[src/hdl/hef_pkg.sv]
package hef_pkg;

  localparam int COUNT_BITS = 16;
  localparam int CAP_W      = 16;
  localparam int LIMIT_W    = 8;
  localparam int CFG_W      = 16;
  localparam int CMP_W      = ((COUNT_BITS > CAP_W) ? COUNT_BITS : CAP_W) + 1;

  localparam logic [CAP_W-1:0]   CAP_RST   = CAP_W'(256);
  localparam logic [LIMIT_W-1:0] LIMIT_RST = '0;

  // configuration register indexes
  localparam logic REG_CAPACITY = 1'b0;
  localparam logic REG_NL_LIMIT = 1'b1;

  // result status codes
  localparam logic [1:0] ST_OK   = 2'd0;
  localparam logic [1:0] ST_NUL  = 2'd1;
  localparam logic [1:0] ST_ROOM = 2'd2;

  // what the character part of a result sequence is made of
  localparam logic [2:0] K_NONE  = 3'd0;
  localparam logic [2:0] K_PLAIN = 3'd1;
  localparam logic [2:0] K_LT    = 3'd2;
  localparam logic [2:0] K_GT    = 3'd3;
  localparam logic [2:0] K_AMP   = 3'd4;
  localparam logic [2:0] K_QUOT  = 3'd5;
  localparam logic [2:0] K_APOS  = 3'd6;
  localparam logic [2:0] K_BR    = 3'd7;

  localparam logic [7:0] CH_NUL  = 8'h00;
  localparam logic [7:0] CH_LF   = 8'h0A;
  localparam logic [7:0] CH_CR   = 8'h0D;
  localparam logic [7:0] CH_QUOT = 8'h22;
  localparam logic [7:0] CH_AMP  = 8'h26;
  localparam logic [7:0] CH_APOS = 8'h27;
  localparam logic [7:0] CH_LT   = 8'h3C;
  localparam logic [7:0] CH_GT   = 8'h3E;
  localparam logic [7:0] CH_LO   = 8'd32;
  localparam logic [7:0] CH_HI   = 8'd126;

  typedef struct packed {
    logic [COUNT_BITS-1:0] cnt;
    logic [LIMIT_W-1:0]    run;
    logic                  disc;
  } hef_state_t;

  typedef struct packed {
    logic [2:0]  kind;     // character source
    logic [2:0]  len;      // character results
    logic        trailer;  // terminator or status result follows
    logic [1:0]  status;
    logic [2:0]  nres;     // total results for the item
    hef_state_t  st_nxt;   // state once the item is retired
  } hef_plan_t;

  // byte idx of the sequence named by kind
  function automatic logic [7:0] seq_byte(input logic [2:0] kind, input logic [2:0] idx,
                                          input logic [7:0] data);
    logic [47:0] s;
    logic [5:0]  ofs;
    s   = '0;
    ofs = 6'd47 - {idx, 3'b000};
    case (kind)
      K_LT:    s = {"&lt;", 16'h0000};
      K_GT:    s = {"&gt;", 16'h0000};
      K_AMP:   s = {"&amp;", 8'h00};
      K_QUOT:  s = "&quot;";
      K_APOS:  s = "&apos;";
      K_BR:    s = {"<br>", 16'h0000};
      K_PLAIN: s = {data, 40'h0};
      default: s = '0;
    endcase
    return s[ofs -: 8];
  endfunction

endpackage

[src/hdl/html_escape_filter_top.sv]
// HTML escape filter.
// Input channel (in_valid/in_ready): one message byte per transfer, in_last_byte
// on its final byte. Result channel (out_valid/out_ready): one escaped character
// per transfer, with out_run_last on the last result of an input byte, and a
// closing result (out_byte 0, out_message_done 1) carrying out_status at the end
// of each message or on failure.
// Configuration: cfg_we writes cfg_data to register cfg_index (0 output
// capacity, 1 newline limit) in the same edge; write only while idle.
// The first result of a byte is presented once the byte has passed the item
// register and its result the output register. While the output is not
// stalled, the output register takes one result each cycle: plain bytes
// stream at one per cycle, entities and line breaks hold the input for their
// extra characters. A byte with no result retires even under an output stall.
// Stall: when out_ready is low the output register holds; the item register
// behind it fills and then in_ready drops.
// Reset (rst_n low, synchronous): both channels empty, message state cleared,
// capacity 256 and newline limit 0.
module html_escape_filter_top (
  input  logic                        clk,
  input  logic                        rst_n,
  input  logic                        in_valid,
  output logic                        in_ready,
  input  logic [7:0]                  in_data_byte,
  input  logic                        in_last_byte,
  output logic                        out_valid,
  input  logic                        out_ready,
  output logic [7:0]                  out_byte,
  output logic                        out_run_last,
  output logic                        out_message_done,
  output logic [1:0]                  out_status,
  input  logic                        cfg_we,
  input  logic                        cfg_index,
  input  logic [hef_pkg::CFG_W-1:0]   cfg_data
);

  logic [hef_pkg::CAP_W-1:0]   cap_r;
  logic [hef_pkg::LIMIT_W-1:0] limit_r;
  hef_pkg::hef_state_t         st_r;

  logic                        item_valid_r;
  logic [7:0]                  item_data_r;
  logic                        item_last_r;
  logic [2:0]                  idx_r;

  logic                        out_valid_r;
  logic [7:0]                  out_byte_r;
  logic                        out_run_last_r;
  logic                        out_done_r;
  logic [1:0]                  out_status_r;

  hef_pkg::hef_plan_t          plan;
  logic                        out_free;
  logic                        emit;
  logic                        is_final;
  logic                        item_done;
  logic                        in_xfer;
  logic [7:0]                  res_byte;
  logic                        res_done;
  logic [1:0]                  res_status;

  hef_plan u_plan (
    .data  (item_data_r),
    .last  (item_last_r),
    .st    (st_r),
    .cap   (cap_r),
    .limit (limit_r),
    .plan  (plan)
  );

  assign out_free  = !out_valid_r || out_ready;
  assign emit      = item_valid_r && (plan.nres != 3'd0) && out_free;
  assign is_final  = idx_r == (plan.nres - 3'd1);
  assign item_done = item_valid_r && ((plan.nres == 3'd0) || (out_free && is_final));
  assign in_ready  = !item_valid_r || item_done;
  assign in_xfer   = in_valid && in_ready;

  always_comb begin
    if (idx_r < plan.len) begin
      res_byte   = hef_pkg::seq_byte(plan.kind, idx_r, item_data_r);
      res_done   = 1'b0;
      res_status = hef_pkg::ST_OK;
    end else begin
      res_byte   = 8'h00;
      res_done   = 1'b1;
      res_status = plan.status;
    end
  end

  // configuration
  always_ff @(posedge clk) begin
    if (!rst_n) begin
      cap_r   <= hef_pkg::CAP_RST;
      limit_r <= hef_pkg::LIMIT_RST;
    end else if (cfg_we) begin
      case (cfg_index)
        hef_pkg::REG_CAPACITY: cap_r   <= cfg_data[hef_pkg::CAP_W-1:0];
        hef_pkg::REG_NL_LIMIT: limit_r <= cfg_data[hef_pkg::LIMIT_W-1:0];
        default: ;
      endcase
    end
  end

  // item register and result index
  always_ff @(posedge clk) begin
    if (!rst_n) begin
      item_valid_r <= 1'b0;
      idx_r        <= '0;
      st_r         <= '0;
    end else begin
      if (item_done) st_r <= plan.st_nxt;
      if (in_ready) item_valid_r <= in_valid;
      if (item_done) idx_r <= '0;
      else if (emit) idx_r <= idx_r + 3'd1;
    end
  end

  always_ff @(posedge clk) begin
    if (in_xfer) begin
      item_data_r <= in_data_byte;
      item_last_r <= in_last_byte;
    end
  end

  // output register
  always_ff @(posedge clk) begin
    if (!rst_n) begin
      out_valid_r <= 1'b0;
    end else if (out_free) begin
      out_valid_r <= emit;
    end
  end

  always_ff @(posedge clk) begin
    if (emit) begin
      out_byte_r     <= res_byte;
      out_run_last_r <= is_final;
      out_done_r     <= res_done;
      out_status_r   <= res_status;
    end
  end

  assign out_valid        = out_valid_r;
  assign out_byte         = out_byte_r;
  assign out_run_last     = out_run_last_r;
  assign out_message_done = out_done_r;
  assign out_status       = out_status_r;

  // index never runs past the item's result count
  a_idx_range: assert property (@(posedge clk) disable iff (!rst_n)
    item_valid_r && (plan.nres != 3'd0) |-> idx_r < plan.nres)
    else $error("result index out of range");

  a_idx_idle: assert property (@(posedge clk) disable iff (!rst_n)
    !item_valid_r |-> idx_r == 3'd0)
    else $error("result index not cleared while idle");

  // discarding only follows a failure, which clears the message counters
  a_disc_clear: assert property (@(posedge clk) disable iff (!rst_n)
    st_r.disc |-> (st_r.cnt == '0) && (st_r.run == '0))
    else $error("counters not cleared while discarding");

  // an error status appears only on a closing result
  a_status_close: assert property (@(posedge clk) disable iff (!rst_n)
    out_valid_r && (out_status_r != hef_pkg::ST_OK) |->
      out_done_r && out_run_last_r && (out_byte_r == 8'h00))
    else $error("error status on a character result");

endmodule

[src/hdl/hef_plan.sv]
module hef_plan (
  input  logic [7:0]                  data,
  input  logic                        last,
  input  hef_pkg::hef_state_t         st,
  input  logic [hef_pkg::CAP_W-1:0]   cap,
  input  logic [hef_pkg::LIMIT_W-1:0] limit,
  output hef_pkg::hef_plan_t          plan
);

  logic [2:0]                     kind;
  logic [2:0]                     need;
  logic                           is_seq;
  logic                           run_inc;
  logic                           room;
  logic [1:0]                     fail;
  logic                           trailer;
  logic [hef_pkg::CMP_W-1:0]      cnt_x;
  logic [hef_pkg::CMP_W-1:0]      cap_x;
  logic [hef_pkg::CMP_W-1:0]      sum;
  logic [hef_pkg::COUNT_BITS-1:0] cnt_new;
  logic [hef_pkg::LIMIT_W-1:0]    run_new;
  logic                           disc_new;

  assign cnt_x = hef_pkg::CMP_W'(st.cnt);
  assign cap_x = hef_pkg::CMP_W'(cap);

  always_comb begin
    kind     = hef_pkg::K_NONE;
    need     = 3'd0;
    is_seq   = 1'b0;
    run_inc  = 1'b0;
    fail     = hef_pkg::ST_OK;
    trailer  = 1'b0;
    room     = 1'b1;
    sum      = cnt_x;
    cnt_new  = st.cnt;
    run_new  = st.run;
    disc_new = st.disc;
    if (st.disc) begin
      // swallow the rest of a failed message
      if (last) begin
        cnt_new  = '0;
        run_new  = '0;
        disc_new = 1'b0;
      end
    end else begin
      case (data)
        hef_pkg::CH_NUL:  fail = hef_pkg::ST_NUL;
        hef_pkg::CH_LT:   begin is_seq = 1'b1; kind = hef_pkg::K_LT;   need = 3'd4; end
        hef_pkg::CH_GT:   begin is_seq = 1'b1; kind = hef_pkg::K_GT;   need = 3'd4; end
        hef_pkg::CH_AMP:  begin is_seq = 1'b1; kind = hef_pkg::K_AMP;  need = 3'd5; end
        hef_pkg::CH_QUOT: begin is_seq = 1'b1; kind = hef_pkg::K_QUOT; need = 3'd6; end
        hef_pkg::CH_APOS: begin is_seq = 1'b1; kind = hef_pkg::K_APOS; need = 3'd6; end
        hef_pkg::CH_LF: begin
          if (st.run < limit) begin
            run_inc = 1'b1;
            is_seq  = 1'b1;
            kind    = hef_pkg::K_BR;
            need    = 3'd4;
          end
        end
        default: begin
          if ((data >= hef_pkg::CH_LO && data <= hef_pkg::CH_HI) || data[7]) begin
            kind = hef_pkg::K_PLAIN;
            need = 3'd1;
          end
        end
      endcase

      room = (cnt_x + hef_pkg::CMP_W'(need) + hef_pkg::CMP_W'(1)) < cap_x;
      if (is_seq && !room) begin
        fail = hef_pkg::ST_ROOM;
        kind = hef_pkg::K_NONE;
        need = 3'd0;
      end

      sum     = cnt_x + hef_pkg::CMP_W'(need);
      cnt_new = (|sum[hef_pkg::CMP_W-1:hef_pkg::COUNT_BITS]) ? '1
                                                             : sum[hef_pkg::COUNT_BITS-1:0];
      run_new = run_inc ? st.run + 1'b1 : st.run;

      if (fail == hef_pkg::ST_OK) begin
        if (data != hef_pkg::CH_LF && data != hef_pkg::CH_CR) run_new = '0;
        if (last) begin
          trailer = 1'b1;
          cnt_new = '0;
          run_new = '0;
        end else if ((hef_pkg::CMP_W'(cnt_new) + hef_pkg::CMP_W'(1)) >= cap_x) begin
          fail = hef_pkg::ST_ROOM;
        end
      end

      if (fail != hef_pkg::ST_OK) begin
        trailer  = 1'b1;
        cnt_new  = '0;
        run_new  = '0;
        disc_new = !last;
      end
    end
  end

  always_comb begin
    plan             = '0;
    plan.kind        = kind;
    plan.len         = need;
    plan.trailer     = trailer;
    plan.status      = fail;
    plan.nres        = need + {2'b00, trailer};
    plan.st_nxt.cnt  = cnt_new;
    plan.st_nxt.run  = run_new;
    plan.st_nxt.disc = disc_new;
  end

endmodule

[config.mk]
export PLATFORM = sky130hd
export DESIGN_NAME = html_escape_filter_top
export DESIGN_NICKNAME = d
export VERILOG_FILES = /design/src/hdl/hef_pkg.sv /design/src/hdl/html_escape_filter_top.sv /design/src/hdl/hef_plan.sv
export SDC_FILE = /design/constraint.sdc
export NUM_CORES = 1
export LEC_CHECK = 0
export ABC_CLOCK_PERIOD_IN_PS = 12400
export BUFFER_PORTS_ARGS = -buffer_cell sky130_fd_sc_hd__clkbuf_2
export CAP_MARGIN = 10
export CORE_MARGIN = 10
export CORE_UTILIZATION = 50
export DETAILED_ROUTE_END_ITERATION = 12
export GPL_TIMING_DRIVEN = 0
export PLACE_DENSITY = 0.79
export REMOVE_ABC_BUFFERS = 1
export SYNTH_ARGS = -nofsm -noshare
export SYNTH_HDL_FRONTEND = slang
export SYNTH_SLANG_ARGS = --single-unit
export TNS_END_PERCENT = 100
[constraint.sdc]
create_clock -name clk -period 12.4 [get_ports clk]
set_clock_uncertainty 0.2 [all_clocks]
set_input_delay 1.24 -clock clk [delete_from_list [all_inputs] [get_ports clk]]
set_output_delay 1.24 -clock clk [all_outputs]
set_load 0.02 [all_outputs]
* After elaboration in Yosys (flattened, before gate mapping) *
Index checks and enable logic that the tools add are counted.

storage, ports and cells
  bits in registers = 75
  input port bits = 31
  output and inout port bits = 14
  word-level logic and storage cells = 124

operators by class
  add/sub/neg operators = 9
  order comparisons = 6
  equal/unequal tests = 17
  shift operators = 1
  mux-type cells = 46
  bitwise logic cells = 2
  reductions and logical operators = 29

operators with widths
  cell                                                                number
  case mux 48 bit (7 select lines)                                    1
  2-to-1 mux 16 bit                                                   6
  2-to-1 mux 8 bit                                                    7
  variable part select 55 x 7 -> 8 bit                                1
  2-to-1 mux 48 bit                                                   1
  equality test 8 x 6 -> 1 bit (second input constant)                5
  adder 16 x 3 -> 17 bit                                              2
  2-to-1 mux 3 bit                                                    8
  case mux 3 bit (7 select lines)                                     1
  adder 16 x 1 -> 17 bit (second input constant)                      1
  adder 17 x 1 -> 17 bit (second input constant)                      1
  greater-or-equal comparator 17 x 16 -> 1 bit                        1
  less-than comparator 17 x 16 -> 1 bit                               1
  != test 8 x 4 -> 1 bit (second input constant)                      2
  case mux 3 bit (5 select lines)                                     1
  2-to-1 mux 1 bit                                                    14
  equality test 3 bit (second input constant)                         4
  2-to-1 mux 2 bit                                                    6
  adder 8 x 1 -> 8 bit (second input constant)                        1
  equality test 8 x 4 -> 1 bit (second input constant)                1
  greater-or-equal comparator 8 x 6 -> 1 bit (second input constant)  1
  <= comparator 8 x 7 -> 1 bit (second input constant)                1
  logical AND 1 bit                                                   8
  zero test 8 bit                                                     1
  21 further kinds                                                    34

* Logic depth before layout (Yosys ltp) *
  depth after elaboration = 32
  gate-level depth with buffers = 57
  depth with buffers taken out = 51

* Cells and area by module *
From an unflattened synthesis, not the netlist that was laid out.

unflattened totals
  cell total of the unflattened synthesis = 839
  area total of the unflattened synthesis = 6,553.8 um^2

modules (own cells, without submodules)
  module                  instances  cells an instance  area each (um^2)  sequential area each (um^2)
  html_escape_filter_top  1          389                3,585.9           1,711.6
  hef_plan                1          450                2,967.8           0.0

* Least setup slack after synthesis *
Ideal clock, no wire load.

  kind = reg2out
  start point = register item_data_r[3]
  end point = output port in_ready
  arrival time = 9.693 ns
  slack = 1.267 ns
  cell stages (with the launch flop) = 51
  buffers on the path = 4
  path through = edfxtp_1 > buf_2 > or4_4 > o22ai_1 > a21oi_1 > a31oi_1 > ha_1 > inv_1 > fa_1 > maj3_1 > nand2_1 > or2_2 > nor2_1 > xor2_1 > ha_1 > nand4_1 > or4_1 > o22a_1 > [... 15 more ...] > o21ai_0 > nor2b_1 > a21oi_1 > a21oi_1 > ha_1 > o21a_1 > o21ai_0 > nor3_1 > a211oi_1 > nand2_1 > inv_1 > a31oi_1 > ha_1 > ha_1 > or3_4 > and2_1 > xor2_1 > o211ai_1

on the way
  cells in the longest elaborated chain, start to end = 31
  elaborated cells between the ends (all ways) = 51

RTL lines
  what                                                                                        RTL line                       text
  from (decl)                                                                                 html_escape_filter_top.sv:41   logic [7:0] item_data_r;
  from (signal assigned)                                                                      html_escape_filter_top.sv:119  item_data_r <= in_data_byte;
  greater-or-equal comparator 8 x 6 -> 1 bit or <= comparator 8 x 7 -> 1 bit (tied branches)  hef_plan.sv:63                 if ((data >= hef_pkg::CH_LO && data <= hef_pkg::CH_HI) || data[7]) begin
  logical AND 1 bit                                                                           hef_plan.sv:63
  logical OR 1 bit                                                                            hef_plan.sv:63
  2-to-1 mux 1 bit                                                                            hef_plan.sv:63
  case mux 3 bit (5 select lines)                                                             hef_plan.sv:47                 case (data)
  2-to-1 mux 3 bit                                                                            hef_plan.sv:39                 if (st.disc) begin
  adder 16 x 3 -> 17 bit                                                                      hef_plan.sv:70                 room = (cnt_x + hef_pkg::CMP_W'(need) + hef_pkg::CMP_W'(1)) < cap_x;
  adder 17 x 1 -> 17 bit                                                                      hef_plan.sv:70
  [... 15 more ...]                                                                           -
  2-to-1 mux 1 bit                                                                            hef_plan.sv:39
  adder 3 x 1 -> 3 bit (*)                                                                    hef_plan.sv:108                plan.nres = need + {2'b00, trailer};
  subtractor 3 x 1 -> 3 bit                                                                   html_escape_filter_top.sv:72   assign is_final = idx_r == (plan.nres - 3'd1);
  equality test 3 bit                                                                         html_escape_filter_top.sv:72
  logical AND 1 bit                                                                           html_escape_filter_top.sv:73   assign item_done = item_valid_r && ((plan.nres == 3'd0) || (out_free && is_final));
  logical OR 1 bit (*)                                                                        html_escape_filter_top.sv:73
  logical AND 1 bit (*)                                                                       html_escape_filter_top.sv:73
  logical OR 1 bit (*)                                                                        html_escape_filter_top.sv:74   assign in_ready = !item_valid_r || item_done;
  to (decl)                                                                                   html_escape_filter_top.sv:22   output logic in_ready,

Every way passes the cells marked *; elsewhere a longest branch is shown, timed or not. The select of a mux whose other input is x is not followed.

* Worst setup path after layout *
  start point = register item_data_r[7]
  end point = output port in_ready

Same word-level chain as after synthesis.

==> metrics.yaml <==
worst_hold_path:
  hold_path.class: "reg -> reg"
  worstHoldStart: "cap_r[14]"
clocking:
  path_clk_slew_ns: 0.05
  cts_tree: "built"
  tritoncts.num_buffers: 9
  clock_sinks: 75
  insertion_delay_ns: 0.35
  cts_buffer_depth: 2
  root_buffer: "clkbuf_16"
  htree_levels: 3
critical_path:
  timing.critical_path.slowest_stage_cell: "or4_1"
  critPathArrivalTime_ns: 10.47
  worst-setup-path-type: "reg -> out"
  crit_path_start_kind: "flop"
  path_max_fanout: 5
  r2r_start: "item_data_r[7]"
  critical_path.startpoint: "item_data_r[7]"
  cp_slowest_stage_delay_ns: 0.60
  worstSetupEndpointType: "output port"
  crit_required_ns: 10.96
  crit_top_cell: "ha_1"
place:
  gp_congestion: 0.920
  place_hpwl_um: 11400
  numPortBuffers: 44
  dp.cells: 913
die:
  chipWidth_um: 129
  fp.dieArea_mm2: 0.0167
  ios: 45
  fp.dieH_um: 129
  start_util_pct: 51.7
  core_area_mm2: 0.0116
  rows: 39
yosys:
  yosys-top-cells-area: "dfxtp_1 18%, ha_1 11%, edfxtp_1 11%"
  synth_fa_ha_area_share_pct: 11.7
  yosysWarnings: 0
  yosysSeqAreaShare_pct: 28.6
  muxShareOfSynthArea_pct: 1.53
  yosysTopAreaCellShare_pct: 18.1
  synth_edf_count: 21
  synth_commonest_cells: "106 x nand2_1, 73 x a21oi_1, 56 x inv_1"
  synth.avg_cell_area_um2: 7.82
  synthCells: 764
  synth_xor_area_share_pct: 6.01
  yosysTopAreaCell: "dfxtp_1"
  synth_compound_area_share_pct: 20.7
  async_flop_share_pct: 0
  synth_cell_types: 73
  synth_area_mm2: 0.00598
  synthMostInstantiatedCell: "nand2_1"
  synth_ff_type: "dfxtp_1"
  ys_seq_elements: 75
  synth_simple_gate_area_share_pct: 25.2
  synth_top_family_by_area: "simple AND/OR/NAND/NOR gates"
final_layout:
  num_antenna_cells: 0
  finish.net_count: 875
  fillers: 1030
  drive_gt1_share_pct: 13.2
  final_util_pct: 58.0
  area_delta_synth_final_pct: 12.3
  final_cells: 938
drt:
  avgRoutedWirePerCell_um: 16.2
  first_pass_iters: 5
  wl_um: 15200
  drc_errors: 0
  via_per_inst: 5.95
  ant_nets: 0
  vias: 5583
  drt_iter0_drc: 416
global_routing:
  met2_usage_pct: 27.7
  met3_usage_pct: 4.36
  grt_use_total_pct: 18.2
  met1_usage_pct: 24.9
  grt_pass1_vias: 5062
  overflow: 0
  grt_pass1_wl_um: 25000
  grt_busiest_layer: "met2"
  grt_start_max_net_pins: 34
  antenna_found_initial: 0
run:
  max_cap_violations: 0
power_and_ir_drop:
  leakage_nw: 2.55
  irDropWorstVdd_mv: 0.0772
  p_per_area_mw_per_mm2: 105
timing:
  max_slew_margin_pct: 22.3
  final_hold_viol_count: 0
  tightest_slew_ns: 1.14
  finalMaxSlewViolations: 0
  finalCritPeriodShare_pct: 96.1
  setup_viol_count_final: 0
  max_clock_freq_ghz: 0.0839
  fin_crit_ns: 11.91
run_status:
  status: "complete, no violations"
## through the flow
| step | total power, mW | cell area [um2] | worst slack (ns) | TNS [ns] | hold slack (ns) |
|---|---|---|---|---|---|
| global route | 0.735 | 6710 | -0.0669 | -0.0669 | 0.272 |
| floorplan | 0.378 | 5820 | 1.26 | 0 | 0.236 |
| CTS | 0.702 | 6600 | 0.00796 | 0 | 0.256 |
| global placement | 0.417 | 6220 | -0.466 | -2.85 | 0.243 |
| finish | 0.703 | 6710 | 0.487 | 0 | 0.254 |
| detailed placement | 0.418 | 6220 | -0.541 | -5.09 | 0.247 |
## layout by cell type (no fill, tap or decap), drive strengths merged, types with 6 or more instances in the layout
cell,count
a2111oi,8
a211oi,6
a21oi,73
a31oi,10
and2,10
and3,10
buf,10
clkbuf,56
dfxtp,54
edfxtp,21
ha,52
inv,56
mux2i,8
nand2,106
nand2b,13
nand3,30
nand4,20
nor2,44
nor2b,9
nor3,20
o21ai,26
o22ai,13
or2,9
or3,13
xnor2,31
xor2,10
## sequential cells by signal, indices dropped and copies added (netlist names)
| register | count |
|---|---|
| st_r | 25 |
| out_byte | 8 |
| out_valid | 1 |
| out_status | 2 |
| limit_r | 8 |
| out_run_last | 1 |
| item_last_r | 1 |
| out_message_done | 1 |
| item_valid_r | 1 |
| item_data_r | 8 |
| cap_r | 16 |
| idx_r | 3 |
## where the power goes
part,total [mW],switching (mW),internal [mW],leakage (nW)
combinational,0.138,0.0849,0.0536,1.75
sequential,0.282,0.0129,0.269,0.640
clock,0.282,0.104,0.179,0.157
## critical path: cells and delay by family, from the launching register on
family	cells	cell delay, ns
AND/OR/NAND/NOR	15	3.11
adder cells (fa/ha/maj)	10	3.06
AO/OA/AOI/OAI	12	2.45
buffers and inverters	6	0.64
flip-flops	1	0.45
XOR/XNOR	2	0.41
## timing repair
action / 4_1_cts / 5_1_grt
hold buffers: 0 / 0
endpoints found under the setup margin: 35 / 21
setup buffers: 2 / 6
gates resized for setup: 10 / 18
pin swaps: 0 / 4
cloned: 0 / 0
## final cells by class
| cell class | count | area, um2 | share of cell area [%] |
|---|---|---|---|
| inverter | 56 | 210 | 3.13 |
| clock inverter | 3 | 42.5 | 0.634 |
| tap | 143 | 179 | 2.67 |
| timing repair buffer | 53 | 290 | 4.33 |
| clock buffer | 13 | 282 | 4.20 |
| sequential | 75 | 1710 | 25.5 |
| multi-input combinational | 595 | 4000 | 59.5 |
## logic make-up after synthesis
| group | count (synthesis) |
|---|---|
| xor+xnor | 41 |
| mux | 9 |
| fa+ha+maj | 55 |
| compound gates | 189 |
| buf+inv | 94 |
| flops | 75 |
| simple gates | 301 |
## routing by layer
metal	wire [um]	part of all wire, %
met1	7030	46
met2	6820	45
met3	1100	7.2
met4	271	1.8
met5	0	0
## worst paths after layout
| check | end | slack, ns | cells after the start |
|---|---|---|---|
| setup reg to reg | st_r[15] | 1.00 | 47 |
| hold / removal | cap_r[14] | 0.25 | 2 |
| hold reg to reg | cap_r[14] | 0.25 | 2 |
| setup / recovery | in_ready | 0.49 | 45 |
No activity file was read; power rests on OpenSTA's default activity.
